===== src/rtl/rabb_pkg.sv =====
`default_nettype none
// ----------------------------------------------------------------------------
// rabb_pkg
// Shared types and constants for the rotated bounding box build and overlap
// core.
// ----------------------------------------------------------------------------
package rabb_pkg;

   localparam int PT_W           = 16;
   localparam int ROT_W          = 16;
   localparam int PROD_W         = PT_W + ROT_W;
   localparam int SUM_W          = PROD_W + 1;
   localparam int COORD_BITS_DEF = 16;
   localparam int FRAC_BITS_DEF  = 14;
   localparam int CSR_ADDR_W     = 5;
   localparam int CSR_DATA_W     = 32;
   localparam int CSR_IDX_W      = 3;

   localparam logic signed [ROT_W-1:0] ROT_ONE = 16'sd16384;

   typedef enum logic {
      KIND_POINT = 1'b0,
      KIND_QUERY = 1'b1
   } item_kind_type;

   typedef enum logic [CSR_IDX_W-1:0] {
      REG_ROT_00 = 3'd0,
      REG_ROT_01 = 3'd1,
      REG_ROT_10 = 3'd2,
      REG_ROT_11 = 3'd3,
      REG_POS_X  = 3'd4,
      REG_POS_Y  = 3'd5
   } csr_reg_type;

   typedef struct packed {
      logic          valid;
      item_kind_type kind;
      logic          last;
   } pipe_ctl_type;

endpackage
`default_nettype wire


===== src/rtl/rabb_csr.sv =====
`default_nettype none
// ----------------------------------------------------------------------------
// rabb_csr
// Register file: rotation matrix and world offset, written and read over the
// APB-style port.
// ----------------------------------------------------------------------------
module rabb_csr import rabb_pkg::*; (
   input  logic                         clock,
   input  logic                         reset,
   input  logic                         csr_psel,
   input  logic                         csr_penable,
   input  logic                         csr_pwrite,
   input  logic [CSR_ADDR_W-1:0]        csr_paddr,
   input  logic [CSR_DATA_W-1:0]        csr_pwdata,
   output logic [CSR_DATA_W-1:0]        csr_prdata,
   output logic                         csr_pready,
   output logic signed [ROT_W-1:0]      rot_00,
   output logic signed [ROT_W-1:0]      rot_01,
   output logic signed [ROT_W-1:0]      rot_10,
   output logic signed [ROT_W-1:0]      rot_11,
   output logic signed [PT_W-1:0]       pos_x,
   output logic signed [PT_W-1:0]       pos_y
);

   logic signed [ROT_W-1:0] rot_00_ff, rot_01_ff, rot_10_ff, rot_11_ff;
   logic signed [PT_W-1:0]  pos_x_ff, pos_y_ff;
   logic                    wr_en;
   csr_reg_type             reg_idx;
   logic [ROT_W-1:0]        rd_val;

   assign csr_pready = 1'b1;
   assign wr_en      = csr_psel && csr_penable && csr_pwrite && csr_pready;
   assign reg_idx    = csr_reg_type'(csr_paddr[CSR_ADDR_W-1:2]);

   always_ff @(posedge clock) begin
      if (reset) begin
         rot_00_ff <= ROT_ONE;
         rot_01_ff <= '0;
         rot_10_ff <= '0;
         rot_11_ff <= ROT_ONE;
         pos_x_ff  <= '0;
         pos_y_ff  <= '0;
      end else if (wr_en) begin
         unique case (reg_idx)
            REG_ROT_00: rot_00_ff <= csr_pwdata[ROT_W-1:0];
            REG_ROT_01: rot_01_ff <= csr_pwdata[ROT_W-1:0];
            REG_ROT_10: rot_10_ff <= csr_pwdata[ROT_W-1:0];
            REG_ROT_11: rot_11_ff <= csr_pwdata[ROT_W-1:0];
            REG_POS_X:  pos_x_ff  <= csr_pwdata[PT_W-1:0];
            REG_POS_Y:  pos_y_ff  <= csr_pwdata[PT_W-1:0];
            default: ;
         endcase
      end
   end

   always_comb begin
      unique case (reg_idx)
         REG_ROT_00: rd_val = rot_00_ff;
         REG_ROT_01: rd_val = rot_01_ff;
         REG_ROT_10: rd_val = rot_10_ff;
         REG_ROT_11: rd_val = rot_11_ff;
         REG_POS_X:  rd_val = pos_x_ff;
         REG_POS_Y:  rd_val = pos_y_ff;
         default:    rd_val = '0;
      endcase
   end

   assign csr_prdata = {{(CSR_DATA_W-ROT_W){1'b0}}, rd_val};

   assign rot_00 = rot_00_ff;
   assign rot_01 = rot_01_ff;
   assign rot_10 = rot_10_ff;
   assign rot_11 = rot_11_ff;
   assign pos_x  = pos_x_ff;
   assign pos_y  = pos_y_ff;

endmodule
`default_nettype wire


===== src/rtl/rabb_rotate.sv =====
`default_nettype none
// ----------------------------------------------------------------------------
// rabb_rotate
// Input register: takes a beat and forms the four matrix-by-point products
// from the registered point.
// ----------------------------------------------------------------------------
module rabb_rotate import rabb_pkg::*; #(
   parameter int COORD_BITS = COORD_BITS_DEF,
   localparam int OTH_W     = 4 * (COORD_BITS + 1)
) (
   input  logic                     clock,
   input  logic                     reset,
   input  logic                     in_valid,
   output logic                     in_ready,
   input  item_kind_type            in_kind,
   input  logic                     in_last,
   input  logic signed [PT_W-1:0]   in_pt_x,
   input  logic signed [PT_W-1:0]   in_pt_y,
   input  logic [OTH_W-1:0]         in_other,
   input  logic signed [ROT_W-1:0]  rot_00,
   input  logic signed [ROT_W-1:0]  rot_01,
   input  logic signed [ROT_W-1:0]  rot_10,
   input  logic signed [ROT_W-1:0]  rot_11,
   input  logic                     prod_ready,
   output pipe_ctl_type             prod_ctl,
   output logic signed [PROD_W-1:0] prod_00,
   output logic signed [PROD_W-1:0] prod_01,
   output logic signed [PROD_W-1:0] prod_10,
   output logic signed [PROD_W-1:0] prod_11,
   output logic [OTH_W-1:0]         prod_other
);

   pipe_ctl_type            s1_ctl_ff, s1_ctl_in;
   logic signed [PT_W-1:0]  pt_x_ff, pt_y_ff;
   logic [OTH_W-1:0]        s1_other_ff;

   assign in_ready = !s1_ctl_ff.valid || prod_ready;

   always_comb begin
      s1_ctl_in = s1_ctl_ff;
      if (in_ready) begin
         s1_ctl_in.valid = in_valid;
         s1_ctl_in.kind  = in_kind;
         s1_ctl_in.last  = in_last;
      end
   end

   always_ff @(posedge clock) begin
      if (reset) begin
         s1_ctl_ff <= '0;
      end else begin
         s1_ctl_ff <= s1_ctl_in;
      end
   end

   always_ff @(posedge clock) begin
      if (in_valid && in_ready) begin
         pt_x_ff     <= in_pt_x;
         pt_y_ff     <= in_pt_y;
         s1_other_ff <= in_other;
      end
   end

   assign prod_ctl   = s1_ctl_ff;
   assign prod_00    = PROD_W'(rot_00) * PROD_W'(pt_x_ff);
   assign prod_01    = PROD_W'(rot_01) * PROD_W'(pt_y_ff);
   assign prod_10    = PROD_W'(rot_10) * PROD_W'(pt_x_ff);
   assign prod_11    = PROD_W'(rot_11) * PROD_W'(pt_y_ff);
   assign prod_other = s1_other_ff;

endmodule
`default_nettype wire


===== src/rtl/rabb_box.sv =====
`default_nettype none
// ----------------------------------------------------------------------------
// rabb_box
// Sum, floor shift and saturate the products, fold into the running box,
// commit on the last point, answer queries, and hold the result register.
// ----------------------------------------------------------------------------
module rabb_box import rabb_pkg::*; #(
   parameter int COORD_BITS = COORD_BITS_DEF,
   parameter int FRAC_BITS  = FRAC_BITS_DEF,
   localparam int OW        = COORD_BITS + 1,
   localparam int OTH_W     = 4 * OW
) (
   input  logic                         clock,
   input  logic                         reset,
   input  pipe_ctl_type                 ctl,
   input  logic signed [PROD_W-1:0]     prod_00,
   input  logic signed [PROD_W-1:0]     prod_01,
   input  logic signed [PROD_W-1:0]     prod_10,
   input  logic signed [PROD_W-1:0]     prod_11,
   input  logic [OTH_W-1:0]             other,
   input  logic signed [PT_W-1:0]       pos_x,
   input  logic signed [PT_W-1:0]       pos_y,
   output logic                         box_ready,
   output logic                         rsp_valid,
   input  logic                         rsp_ready,
   output item_kind_type                rsp_kind,
   output logic signed [COORD_BITS-1:0] rsp_min_x,
   output logic signed [COORD_BITS-1:0] rsp_min_y,
   output logic signed [COORD_BITS-1:0] rsp_max_x,
   output logic signed [COORD_BITS-1:0] rsp_max_y,
   output logic                         rsp_overlap
);

   localparam int CMP_W = ((COORD_BITS > PT_W) ? COORD_BITS : PT_W) + 2;
   localparam logic signed [SUM_W-1:0] SAT_HI =
      {{(SUM_W-COORD_BITS+1){1'b0}}, {(COORD_BITS-1){1'b1}}};
   localparam logic signed [SUM_W-1:0] SAT_LO = ~SAT_HI;
   localparam logic signed [COORD_BITS-1:0] EMPTY_LO = SAT_HI[COORD_BITS-1:0];
   localparam logic signed [COORD_BITS-1:0] EMPTY_HI = SAT_LO[COORD_BITS-1:0];

   logic signed [SUM_W-1:0]      sum_x, sum_y, shr_x, shr_y;
   logic signed [COORD_BITS-1:0] rx, ry;
   logic signed [COORD_BITS-1:0] nmin_x, nmin_y, nmax_x, nmax_y;

   logic signed [COORD_BITS-1:0] acc_min_x_ff, acc_min_y_ff, acc_max_x_ff, acc_max_y_ff;
   logic signed [COORD_BITS-1:0] acc_min_x_in, acc_min_y_in, acc_max_x_in, acc_max_y_in;
   logic signed [COORD_BITS-1:0] box_lo_x_ff, box_lo_y_ff, box_hi_x_ff, box_hi_y_ff;
   logic signed [COORD_BITS-1:0] box_lo_x_in, box_lo_y_in, box_hi_x_in, box_hi_y_in;
   logic                         box_valid_ff, box_valid_in;

   logic                         rsp_valid_ff, rsp_valid_in;
   item_kind_type                rsp_kind_ff, rsp_kind_in;
   logic signed [COORD_BITS-1:0] rsp_min_x_ff, rsp_min_y_ff, rsp_max_x_ff, rsp_max_y_ff;
   logic signed [COORD_BITS-1:0] rsp_min_x_in, rsp_min_y_in, rsp_max_x_in, rsp_max_y_in;
   logic                         rsp_overlap_ff, rsp_overlap_in;

   logic signed [OW-1:0]         oth_min_x, oth_min_y, oth_max_x, oth_max_y;
   logic signed [CMP_W-1:0]      a_min_x, a_min_y, a_max_x, a_max_y;
   logic signed [CMP_W-1:0]      b_min_x, b_min_y, b_max_x, b_max_y;
   logic                         hit;
   logic                         take;

   assign box_ready = !rsp_valid_ff || rsp_ready;
   assign take      = ctl.valid && box_ready;

   // floor shift, then clamp to the coordinate range
   assign sum_x = SUM_W'(prod_00) + SUM_W'(prod_01);
   assign sum_y = SUM_W'(prod_10) + SUM_W'(prod_11);
   assign shr_x = sum_x >>> FRAC_BITS;
   assign shr_y = sum_y >>> FRAC_BITS;

   always_comb begin
      if (shr_x > SAT_HI) begin
         rx = EMPTY_LO;
      end else if (shr_x < SAT_LO) begin
         rx = EMPTY_HI;
      end else begin
         rx = shr_x[COORD_BITS-1:0];
      end
      if (shr_y > SAT_HI) begin
         ry = EMPTY_LO;
      end else if (shr_y < SAT_LO) begin
         ry = EMPTY_HI;
      end else begin
         ry = shr_y[COORD_BITS-1:0];
      end
   end

   assign nmin_x = (rx < acc_min_x_ff) ? rx : acc_min_x_ff;
   assign nmin_y = (ry < acc_min_y_ff) ? ry : acc_min_y_ff;
   assign nmax_x = (rx > acc_max_x_ff) ? rx : acc_max_x_ff;
   assign nmax_y = (ry > acc_max_y_ff) ? ry : acc_max_y_ff;

   assign oth_min_x = other[OW-1:0];
   assign oth_min_y = other[2*OW-1:OW];
   assign oth_max_x = other[3*OW-1:2*OW];
   assign oth_max_y = other[4*OW-1:3*OW];

   assign a_min_x = CMP_W'(box_lo_x_ff) + CMP_W'(pos_x);
   assign a_min_y = CMP_W'(box_lo_y_ff) + CMP_W'(pos_y);
   assign a_max_x = CMP_W'(box_hi_x_ff) + CMP_W'(pos_x);
   assign a_max_y = CMP_W'(box_hi_y_ff) + CMP_W'(pos_y);
   assign b_min_x = CMP_W'(oth_min_x);
   assign b_min_y = CMP_W'(oth_min_y);
   assign b_max_x = CMP_W'(oth_max_x);
   assign b_max_y = CMP_W'(oth_max_y);

   assign hit = box_valid_ff && (a_min_x <= b_max_x) && (b_min_x <= a_max_x)
                && (a_min_y <= b_max_y) && (b_min_y <= a_max_y);

   always_comb begin
      acc_min_x_in   = acc_min_x_ff;
      acc_min_y_in   = acc_min_y_ff;
      acc_max_x_in   = acc_max_x_ff;
      acc_max_y_in   = acc_max_y_ff;
      box_lo_x_in    = box_lo_x_ff;
      box_lo_y_in    = box_lo_y_ff;
      box_hi_x_in    = box_hi_x_ff;
      box_hi_y_in    = box_hi_y_ff;
      box_valid_in   = box_valid_ff;
      rsp_valid_in   = rsp_valid_ff && !rsp_ready;
      rsp_kind_in    = rsp_kind_ff;
      rsp_min_x_in   = rsp_min_x_ff;
      rsp_min_y_in   = rsp_min_y_ff;
      rsp_max_x_in   = rsp_max_x_ff;
      rsp_max_y_in   = rsp_max_y_ff;
      rsp_overlap_in = rsp_overlap_ff;
      if (take) begin
         if (ctl.kind == KIND_QUERY) begin
            rsp_valid_in   = 1'b1;
            rsp_kind_in    = KIND_QUERY;
            rsp_min_x_in   = '0;
            rsp_min_y_in   = '0;
            rsp_max_x_in   = '0;
            rsp_max_y_in   = '0;
            rsp_overlap_in = hit;
         end else if (ctl.last) begin
            box_lo_x_in    = nmin_x;
            box_lo_y_in    = nmin_y;
            box_hi_x_in    = nmax_x;
            box_hi_y_in    = nmax_y;
            box_valid_in   = 1'b1;
            acc_min_x_in   = EMPTY_LO;
            acc_min_y_in   = EMPTY_LO;
            acc_max_x_in   = EMPTY_HI;
            acc_max_y_in   = EMPTY_HI;
            rsp_valid_in   = 1'b1;
            rsp_kind_in    = KIND_POINT;
            rsp_min_x_in   = nmin_x;
            rsp_min_y_in   = nmin_y;
            rsp_max_x_in   = nmax_x;
            rsp_max_y_in   = nmax_y;
            rsp_overlap_in = 1'b0;
         end else begin
            acc_min_x_in   = nmin_x;
            acc_min_y_in   = nmin_y;
            acc_max_x_in   = nmax_x;
            acc_max_y_in   = nmax_y;
         end
      end
   end

   always_ff @(posedge clock) begin
      if (reset) begin
         acc_min_x_ff <= EMPTY_LO;
         acc_min_y_ff <= EMPTY_LO;
         acc_max_x_ff <= EMPTY_HI;
         acc_max_y_ff <= EMPTY_HI;
         box_lo_x_ff  <= EMPTY_LO;
         box_lo_y_ff  <= EMPTY_LO;
         box_hi_x_ff  <= EMPTY_HI;
         box_hi_y_ff  <= EMPTY_HI;
         box_valid_ff <= 1'b0;
         rsp_valid_ff <= 1'b0;
      end else begin
         acc_min_x_ff <= acc_min_x_in;
         acc_min_y_ff <= acc_min_y_in;
         acc_max_x_ff <= acc_max_x_in;
         acc_max_y_ff <= acc_max_y_in;
         box_lo_x_ff  <= box_lo_x_in;
         box_lo_y_ff  <= box_lo_y_in;
         box_hi_x_ff  <= box_hi_x_in;
         box_hi_y_ff  <= box_hi_y_in;
         box_valid_ff <= box_valid_in;
         rsp_valid_ff <= rsp_valid_in;
      end
   end

   always_ff @(posedge clock) begin
      rsp_kind_ff    <= rsp_kind_in;
      rsp_min_x_ff   <= rsp_min_x_in;
      rsp_min_y_ff   <= rsp_min_y_in;
      rsp_max_x_ff   <= rsp_max_x_in;
      rsp_max_y_ff   <= rsp_max_y_in;
      rsp_overlap_ff <= rsp_overlap_in;
   end

   assign rsp_valid   = rsp_valid_ff;
   assign rsp_kind    = rsp_kind_ff;
   assign rsp_min_x   = rsp_min_x_ff;
   assign rsp_min_y   = rsp_min_y_ff;
   assign rsp_max_x   = rsp_max_x_ff;
   assign rsp_max_y   = rsp_max_y_ff;
   assign rsp_overlap = rsp_overlap_ff;

endmodule
`default_nettype wire


===== src/rtl/rotated_aabb_build_and_overlap_core.sv =====
`default_nettype none
// ----------------------------------------------------------------------------
// rotated_aabb_build_and_overlap_core
// Rotates a stream of 2D points, builds their bounding box, commits it on the
// last point, and tests it against query boxes for overlap.
//
// Channel  Side    Carries
// req_*    slave   point (pt_x, pt_y, last) or query box (other min/max)
// rsp_*    master  committed box or overlap answer
// csr_*    APB     rot_00 rot_01 rot_10 rot_11 pos_x pos_y at 4*index
//
// One beat per cycle while rsp_tready keeps up; a req beat passes the input
// register, then the box/result register, on its way to a rsp beat.
// Reset loads the identity matrix, a zero offset and an empty box.
// A stalled rsp backs up through the two registers; req_tready drops only
// when both hold a beat and rsp_tready is low.
// ----------------------------------------------------------------------------
module rotated_aabb_build_and_overlap_core import rabb_pkg::*; #(
   parameter int COORD_BITS  = COORD_BITS_DEF,
   parameter int FRAC_BITS   = FRAC_BITS_DEF,
   localparam int OTH_W      = 4 * (COORD_BITS + 1),
   localparam int IN_BITS    = 2 * PT_W + OTH_W,
   localparam int IN_TDATA_W = ((IN_BITS + 7) / 8) * 8,
   localparam int OUT_BITS   = 4 * COORD_BITS + 1,
   localparam int OUT_TDATA_W = ((OUT_BITS + 7) / 8) * 8
) (
   input  logic                   clock,
   input  logic                   reset,
   input  logic                   req_tvalid,
   output logic                   req_tready,
   // pt_x, pt_y, other_min_x, other_min_y, other_max_x, other_max_y
   input  logic [IN_TDATA_W-1:0]  req_tdata,
   // kind
   input  logic                   req_tuser,
   input  logic                   req_tlast,
   output logic                   rsp_tvalid,
   input  logic                   rsp_tready,
   // box_min_x, box_min_y, box_max_x, box_max_y, overlap
   output logic [OUT_TDATA_W-1:0] rsp_tdata,
   // result_kind
   output logic                   rsp_tuser,
   input  logic                   csr_psel,
   input  logic                   csr_penable,
   input  logic                   csr_pwrite,
   input  logic [CSR_ADDR_W-1:0]  csr_paddr,
   input  logic [CSR_DATA_W-1:0]  csr_pwdata,
   output logic [CSR_DATA_W-1:0]  csr_prdata,
   output logic                   csr_pready
);

   logic signed [ROT_W-1:0]      rot_00, rot_01, rot_10, rot_11;
   logic signed [PT_W-1:0]       pos_x, pos_y;
   pipe_ctl_type                 prod_ctl;
   logic signed [PROD_W-1:0]     prod_00, prod_01, prod_10, prod_11;
   logic [OTH_W-1:0]             prod_other;
   logic                         prod_ready;
   item_kind_type                rsp_kind;
   logic signed [COORD_BITS-1:0] rsp_min_x, rsp_min_y, rsp_max_x, rsp_max_y;
   logic                         rsp_overlap;

   rabb_csr u_csr (
      .clock       (clock),
      .reset       (reset),
      .csr_psel    (csr_psel),
      .csr_penable (csr_penable),
      .csr_pwrite  (csr_pwrite),
      .csr_paddr   (csr_paddr),
      .csr_pwdata  (csr_pwdata),
      .csr_prdata  (csr_prdata),
      .csr_pready  (csr_pready),
      .rot_00      (rot_00),
      .rot_01      (rot_01),
      .rot_10      (rot_10),
      .rot_11      (rot_11),
      .pos_x       (pos_x),
      .pos_y       (pos_y)
   );

   rabb_rotate #(.COORD_BITS(COORD_BITS)) u_rotate (
      .clock      (clock),
      .reset      (reset),
      .in_valid   (req_tvalid),
      .in_ready   (req_tready),
      .in_kind    (item_kind_type'(req_tuser)),
      .in_last    (req_tlast),
      .in_pt_x    (req_tdata[PT_W-1:0]),
      .in_pt_y    (req_tdata[2*PT_W-1:PT_W]),
      .in_other   (req_tdata[IN_BITS-1:2*PT_W]),
      .rot_00     (rot_00),
      .rot_01     (rot_01),
      .rot_10     (rot_10),
      .rot_11     (rot_11),
      .prod_ready (prod_ready),
      .prod_ctl   (prod_ctl),
      .prod_00    (prod_00),
      .prod_01    (prod_01),
      .prod_10    (prod_10),
      .prod_11    (prod_11),
      .prod_other (prod_other)
   );

   rabb_box #(.COORD_BITS(COORD_BITS), .FRAC_BITS(FRAC_BITS)) u_box (
      .clock       (clock),
      .reset       (reset),
      .ctl         (prod_ctl),
      .prod_00     (prod_00),
      .prod_01     (prod_01),
      .prod_10     (prod_10),
      .prod_11     (prod_11),
      .other       (prod_other),
      .pos_x       (pos_x),
      .pos_y       (pos_y),
      .box_ready   (prod_ready),
      .rsp_valid   (rsp_tvalid),
      .rsp_ready   (rsp_tready),
      .rsp_kind    (rsp_kind),
      .rsp_min_x   (rsp_min_x),
      .rsp_min_y   (rsp_min_y),
      .rsp_max_x   (rsp_max_x),
      .rsp_max_y   (rsp_max_y),
      .rsp_overlap (rsp_overlap)
   );

   assign rsp_tuser = rsp_kind;
   assign rsp_tdata = OUT_TDATA_W'({rsp_overlap, rsp_max_y, rsp_max_x, rsp_min_y, rsp_min_x});

   a_box_no_overlap: assert property (@(posedge clock) disable iff (reset)
      (rsp_tvalid && rsp_tuser == KIND_POINT) |-> !rsp_tdata[4*COORD_BITS])
      else $error("committed box beat carries overlap");

   a_query_zero_box: assert property (@(posedge clock) disable iff (reset)
      (rsp_tvalid && rsp_tuser == KIND_QUERY) |-> rsp_tdata[4*COORD_BITS-1:0] == '0)
      else $error("overlap beat carries box fields");

   a_stall_only_full: assert property (@(posedge clock) disable iff (reset)
      !req_tready |-> (rsp_tvalid && !rsp_tready))
      else $error("req stalled while result path free");

   a_idle_after_reset: assert property (@(posedge clock)
      $past(reset) |-> !rsp_tvalid)
      else $error("result beat right after reset");

endmodule
`default_nettype wire


===== config.mk =====
export PLATFORM = sky130hd
export DESIGN_NAME = rotated_aabb_build_and_overlap_core
export DESIGN_NICKNAME = d
export VERILOG_FILES = /design/src/rtl/rabb_pkg.sv /design/src/rtl/rabb_csr.sv /design/src/rtl/rabb_rotate.sv /design/src/rtl/rabb_box.sv /design/src/rtl/rotated_aabb_build_and_overlap_core.sv
export SDC_FILE = /design/constraint.sdc
export NUM_CORES = 2
export LEC_CHECK = 0
export BUFFER_PORTS_ARGS = -buffer_cell sky130_fd_sc_hd__clkbuf_2
export CORE_MARGIN = 2
export CORE_UTILIZATION = 59
export CTS_BUF_LIST = sky130_fd_sc_hd__clkbuf_4 sky130_fd_sc_hd__clkbuf_8 sky130_fd_sc_hd__clkbuf_16
export CTS_CLUSTER_SIZE = 14
export DETAILED_ROUTE_END_ITERATION = 7
export PLACE_DENSITY = 0.85
export SETUP_SLACK_MARGIN = 0.2
export SLEW_MARGIN = 20
export SYNTH_ARGS = -nofsm -noshare
export SYNTH_HDL_FRONTEND = slang
export SYNTH_SLANG_ARGS = --single-unit
export TNS_END_PERCENT = 50

===== constraint.sdc =====
create_clock -name clock -period 11.49 [get_ports clock]
set_clock_uncertainty 0.1 [all_clocks]
set_input_delay 0.5745 -clock clock [delete_from_list [all_inputs] [get_ports clock]]
set_output_delay 0.5745 -clock clock [all_outputs]
set_load 0.01 [all_outputs]

Word level (Yosys, flattened, before mapping) --
Cells that the tools add are included.
Cells by class: eq/ne operators 5, $lt $le $gt $ge 12, mux-type cells 22, $mul 4, bitwise logic cells 1, $add $sub $neg 6, reduce and logical (&&, ||, !) cells 25
Operators by type and width (number):
- two-way mux 16 bit | 16
- multiplier 16 x 16 -> 32 bit | 4
- one-hot mux 16 bit (6 select lines) | 1
- adder 16 x 16 -> 17 bit | 4
- less-or-equal comparator 17 bit | 4
- adder 32 x 32 -> 33 bit | 2
- greater-than comparator 19 x 16 -> 1 bit, second input constant | 2
- < comparator 19 x 16 -> 1 bit, second input constant | 2
- greater-than comparator 16 bit | 2
- < comparator 16 bit | 2
- AND reduction 2 bit | 8
- logical AND 1 bit | 9
- equality test 3 x 2 -> 1 bit, second input constant | 2
- equality test 3 bit, second input constant | 2
- two-way mux 1 bit | 5
- equality test 3 x 1 -> 1 bit, second input constant | 1
- zero test 1 bit | 3
- zero test 3 bit | 1
- AND reduction 3 bit | 1
- logical OR 1 bit | 2
- nonzero test 2 bit | 1
- inverter 1 bit | 1
Word-level totals: output and inout bits 108, register bits 395, logic and storage cells 103, bits of input ports 150

Depth between registers and ports, before layout --
depth in word-level cells 8, mapped depth 45

Cells and area by module --
Synthesis repeated with hierarchy kept, for this count alone.
Unflattened totals: cells, all modules 6824, area total of the unflattened synthesis 63447.1 um2
Modules (own cells, without submodules):
- rabb_rotate | area each 42213.0 um2, cells an instance 4427, instances 1
- rabb_box | area each 16459.5 um2, cells an instance 1935, instances 1
- rabb_csr | area each 4710.8 um2, cells an instance 453, instances 1
- rotated_aabb_build_and_overlap_core | area each 63.8 um2, cells an instance 9, instances 1

Worst setup path after synthesis --
No wires, ideal clock.
kind reg-to-reg, start point reg u_csr.rot_11_ff[15] (netlist: u_csr.rot_11[15]), end point reg u_box.box_hi_y_ff[13], path buffers 6, cell stages (with the launch flop) 42, clock period less this slack 10689 ps, arrival time 10457 ps, setup time 132 ps, required time 11258 ps, path slack 801 ps, cell sequence dfxtp_1 clkbuf_1 clkbuf_1 nand2_1 fa_1 inv_1 fa_1 inv_1 fa_1 inv_1 fa_1 fa_1 fa_1 fa_1 inv_1 fa_1 inv_1 ha_1 (+6 left out) a21boi_4 buf_6 buf_2 a21o_1 ha_1 nor2b_1 o21a_1 o21a_1 o21a_1 o21a_1 o21a_1 o21a_1 o31ai_1 clkbuf_1 buf_2 a21oi_1 o21ai_0 a21oi_1
On the way: longest elaborated chain between the ends 7, elaborated cells between the ends (all ways) 8
Ends and longest elaborated chain:
- start: declaration | line rabb_csr.sv:25 | logic signed [ROT_W-1:0] rot_00_ff, rot_01_ff, rot_10_ff, rot_11_ff;
- start signal: assignment | line rabb_csr.sv:48 | REG_ROT_11: rot_11_ff <= csr_pwdata[ROT_W-1:0];
- multiplier 16 x 16 -> 32 bit * | line rabb_rotate.sv:68 | assign prod_11 = PROD_W'(rot_11) * PROD_W'(pt_y_ff);
- adder 32 x 32 -> 33 bit * | line rabb_box.sv:68 | assign sum_y = SUM_W'(prod_10) + SUM_W'(prod_11);
- < comparator 19 x 16 -> 1 bit | line rabb_box.sv:82 | end else if (shr_y < SAT_LO) begin
- two-way mux 16 bit | line rabb_box.sv:82
- two-way mux 16 bit * | line rabb_box.sv:80 | if (shr_y > SAT_HI) begin
- greater-than comparator 16 bit | line rabb_box.sv:92 | assign nmax_y = (ry > acc_max_y_ff) ? ry : acc_max_y_ff;
- two-way mux 16 bit * | line rabb_box.sv:92
- end signal: assignment | line rabb_box.sv:183 | box_hi_y_ff <= box_hi_y_in;
- end: declaration | line rabb_box.sv:47 | logic signed [COORD_BITS-1:0] box_lo_x_ff, box_lo_y_ff, box_hi_x_ff, box_hi_y_ff;
Mark *: on every way between the ends. The rest lies on a longest branch, timed or not. A chain may end at the register's enable or synchronous reset.

Final worst setup path --
start point reg u_csr.rot_00_ff[9] (netlist: u_csr.rot_00[9]), end point reg u_box.rsp_min_x_ff[9] (netlist: u_box.rsp_min_x[9]), data pin
On the way: longest elaborated chain between the ends 8, elaborated cells between the ends (all ways) 9
Ends and longest elaborated chain:
- start: declaration | line rabb_csr.sv:25
- start signal: assignment | line rabb_csr.sv:45 | REG_ROT_00: rot_00_ff <= csr_pwdata[ROT_W-1:0];
- multiplier 16 x 16 -> 32 bit * | line rabb_rotate.sv:65 | assign prod_00 = PROD_W'(rot_00) * PROD_W'(pt_x_ff);
- adder 32 x 32 -> 33 bit * | line rabb_box.sv:67 | assign sum_x = SUM_W'(prod_00) + SUM_W'(prod_01);
- < comparator 19 x 16 -> 1 bit | line rabb_box.sv:75 | end else if (shr_x < SAT_LO) begin
- two-way mux 16 bit | line rabb_box.sv:75
- two-way mux 16 bit * | line rabb_box.sv:73 | if (shr_x > SAT_HI) begin
- < comparator 16 bit | line rabb_box.sv:89 | assign nmin_x = (rx < acc_min_x_ff) ? rx : acc_min_x_ff;
- two-way mux 16 bit * | line rabb_box.sv:89
- two-way mux 16 bit * | line rabb_box.sv:137 | end else if (ctl.last) begin
- end signal: assignment | line rabb_box.sv:191 | rsp_min_x_ff <= rsp_min_x_in;
- end: declaration | line rabb_box.sv:53 | logic signed [COORD_BITS-1:0] rsp_min_x_ff, rsp_min_y_ff, rsp_max_x_ff, rsp_max_y_ff;
Mark *: on every way between the ends. The rest lies on a longest branch, timed or not. The select of a mux whose other input is x is not followed.

==> results.json <==
{
  "status": "finished with violations",
  "failed_checks": "design-rule violations",
  "synth_area_leaders": "fa_1, ha_1, inv_1",
  "fillers": 7624,
  "seq_area_frac_synth_pct": 15.8,
  "synth_top_area_cell": "fa_1",
  "drv_slew": 0,
  "maxCapViolations": 0,
  "dieArea_sq_mm": 0.106,
  "initial_core_util_pct": 59.6,
  "synth_seq_cells": 395,
  "r2r-start": "u_csr.rot_00[9]",
  "netlist.area_leader.share_pct": 38.6,
  "grt_max_degree": 99,
  "synth-async-reset-ratio_pct": 0,
  "multi_input_area_sq_mm": 0.0449,
  "post-dp-hpwl_um": 143000,
  "startpoint_type": "flop",
  "clk-insertion-delay-late_ns": 0.67,
  "hold_viol": 0,
  "end_kind": "flop",
  "setup.worst_path.start": "u_csr.rot_00[9]",
  "ys_types": 89,
  "numClockSinks": 395,
  "vias_per_cell": 5.88,
  "tightest_slew_ns": 1.11,
  "die_y_um": 325,
  "layout.area.seq_sq_mm": 0.00959,
  "path_max_fanout": 22,
  "ir_drop_uv": 562,
  "vias": 47700,
  "final_cell_area_sq_mm": 0.0669,
  "detail-route-antenna-nets": 0,
  "track_usage_pct": 35.7,
  "crit_type": "reg2reg",
  "required_ns": 11.77,
  "cp.arrival_ns": 11.40,
  "hold_start": "req_tdata[22]",
  "ys.flop_type": "dfxtp_1",
  "min_period_ns": 11.13,
  "wl_um": 183000,
  "gp_congestion": 1.05,
  "drc": 6,
  "rows": 117,
  "clock_path_buffers": 3,
  "max_stage_delay_ns": 0.82,
  "cp_slowest_cell": "dfxtp_1",
  "syn2layout_area_growth_pct": 10.1,
  "grt_overflow": 0,
  "dr.pass1.iters": 8,
  "nets": 8508,
  "hold_path_class": "in2reg",
  "drive_above_1_share_pct": 9.48,
  "synth_edf_count": 166,
  "drtIter0Drc": 5247,
  "grt_setup_unrepaired": "no",
  "setup_tns_ns": 0,
  "tritoncts": "done",
  "max_slew_margin_pct": 25.4,
  "clock-root-buffer": "clkbuf_16",
  "worst_path_most_repeated_cell": "fa_1",
  "timing.final.crit_share_pct": 96.8,
  "syn_area_sq_mm": 0.0607,
  "synth_cells": 6443,
  "antenna_found_initial": 11,
  "setup_violations": 0,
  "max_freq_mhz": 89.9,
  "die_x_um": 325,
  "drt-wirelength-per-cell_um": 22.6,
  "power_density_mw_per_mm2": 180,
  "ios": 258,
  "path_clk_slew_ns": 0.06,
  "grt_pass1_wl_um": 289000,
  "cts_buffers": 46,
  "synth.avg_cell_area_sq_um": 9.43,
  "grt_pass1_vias": 51600,
  "io_buffers": 211,
  "leakagePower_nw": 33.0,
  "fp.coreArea_sq_mm": 0.102,
  "yosysWarnings": 0,
  "htreeDepth": 2,
  "placed_cell_area_sq_mm": 0.0643
}
==> cell usage in the layout (no fill, tap or decap), types with 171 or more instances in the layout <==
master and count:
a21oi_1 277, and2_1 521, buf_4 227, clkbuf_2 210, dfxtp_1 210, fa_1 1169, ha_1 484, inv_1 1368
nand2_1 767, nor2_1 171
==> metrics by stage <==
step	hold WS, ns	setup slack [ns]	cells	util (%)	total power, mW
after floorplan	0.325	0.801	6465	-	6.87
after global placement	0.338	0.335	7951	63.1	9.76
after detailed placement	0.344	0.136	7951	63.1	9.95
after CTS	0.00233	0.193	8092	65.3	11.6
after global routing	0.00700	0.159	8110	65.6	12.8
final	0.00665	0.365	8112	65.7	12.0
==> what timing repair did <==
item	4_1_cts	5_1_grt
endpoints found under the hold margin	47	0
setup buffers	9	16
pin swaps	0	5
setup endpoints to repair	31	192
gates resized for setup	1	50
hold buffers	47	0
==> critical path, delay by kind of cell, from the launching register on <==
| family | cells | cell delay (ns) |
|---|---|---|
| compound gates | 12 | 3.29 |
| fa+ha+maj | 10 | 4.64 |
| flops | 1 | 0.82 |
| simple gates | 6 | 0.69 |
| buf+inv | 8 | 0.82 |
| mux | 1 | 0.33 |
| xor+xnor | 1 | 0.14 |
==> metal layers <==
layer | vias to the layer above | part of all wire, % | global-route usage (%)
li1 | 20300 | - | -
met1 | 23800 | 35 | 43.9
met2 | 2819 | 45 | 55.8
met3 | 772 | 12 | 8.93
met4 | 10 | 8.7 | 24.1
met5 | - | 0.035 | 0
==> synth_stat cells (all sizes together) (4+ instances only) <==
cell / n
mux2i: 32
nand3: 46
nor2b: 24
o22ai: 9
o211a: 13
clkbuf: 280
a21o: 91
nand2b: 27
or3: 7
o41ai: 6
inv: 1371
o21a: 24
o21bai: 28
ha: 484
a22o: 12
a31oi: 26
xor2: 32
o21ai: 120
nor4: 4
a211o: 8
nand4: 45
a21oi: 279
o32ai: 14
o211ai: 27
and3: 7
a22oi: 62
a221oi: 5
nor2: 175
xnor2: 95
nor3b: 4
edfxtp: 166
o2111ai: 4
o31ai: 19
fa: 1170
dfxtp: 229
nor3: 49
or2: 4
and2: 527
nand2: 769
and4: 9
buf: 47
a211oi: 33
nor4b: 14
a21boi: 5
==> power by group <==
| part | total [mW] | switching [mW] | internal (mW) |
|---|---|---|---|
| Sequential | 2.00 | 0.148 | 1.85 |
| Clock | 1.63 | 0.692 | 0.935 |
| Combinational | 8.42 | 5.19 | 3.22 |
| Total | 12.0 | 6.03 | 6.01 |
==> path summary, 6_finish.rpt <==
kind,end,slack (ns),depth (start not counted)
setup / recovery,u_box.rsp_min_x[9],0.36,38
hold reg to reg,u_box.box_hi_y_ff[13],0.36,2
hold / removal,u_rotate.pt_y_ff[6],0.007,1
setup reg to reg,u_box.rsp_min_x[9],0.36,38
==> flip-flops by register name, summed over array words and instances, names as in the netlist, 16 cells and up <==
name                 count
u_box.box_lo_y_ff       16
u_csr.pos_x             16
u_box.acc_min_y_ff      16
u_box.acc_min_x_ff      16
u_rotate.pt_x_ff        16
u_box.box_hi_y_ff       16
u_box.rsp_min_x         16
u_csr.rot_11            16
u_box.rsp_max_x         16
u_csr.rot_01            16
u_csr.pos_y             16
u_rotate.prod_other     68
u_rotate.pt_y_ff        16
u_box.acc_max_x_ff      16
u_box.box_lo_x_ff       16
u_csr.rot_10            16
u_csr.rot_00            16
u_box.acc_max_y_ff      16
u_box.box_hi_x_ff       16
u_box.rsp_max_y         16
u_box.rsp_min_y         16
==> cell families (layout without fill, tap and decap cells) <==
| logic type | after synthesis | count (layout) | synth area share (%) |
|---|---|---|---|
| flops | 395 | 395 | 15.8 |
| compound gates | 809 | 809 | 8.68 |
| fa+ha+maj | 1654 | 1654 | 48.5 |
| buf+inv | 1699 | 1975 | 10.8 |
| other cells | 2 | 27 | 0.0124 |
| mux | 33 | 33 | 0.546 |
| simple gates | 1724 | 1724 | 13.9 |
| xor+xnor | 127 | 127 | 1.84 |
==> cell type report <==
class / count / area share [%]
sequential: 395 / 14.3
inverter: 1372 / 7.70
multi-input combinational: 4371 / 67.1
tap: 1368 / 2.56
clock inverter: 23 / 0.501
timing repair buffer: 518 / 5.76
antenna: 3 / 0.0112
clock buffer: 62 / 1.97
Note: power is estimated with default switching activity, not from simulation.
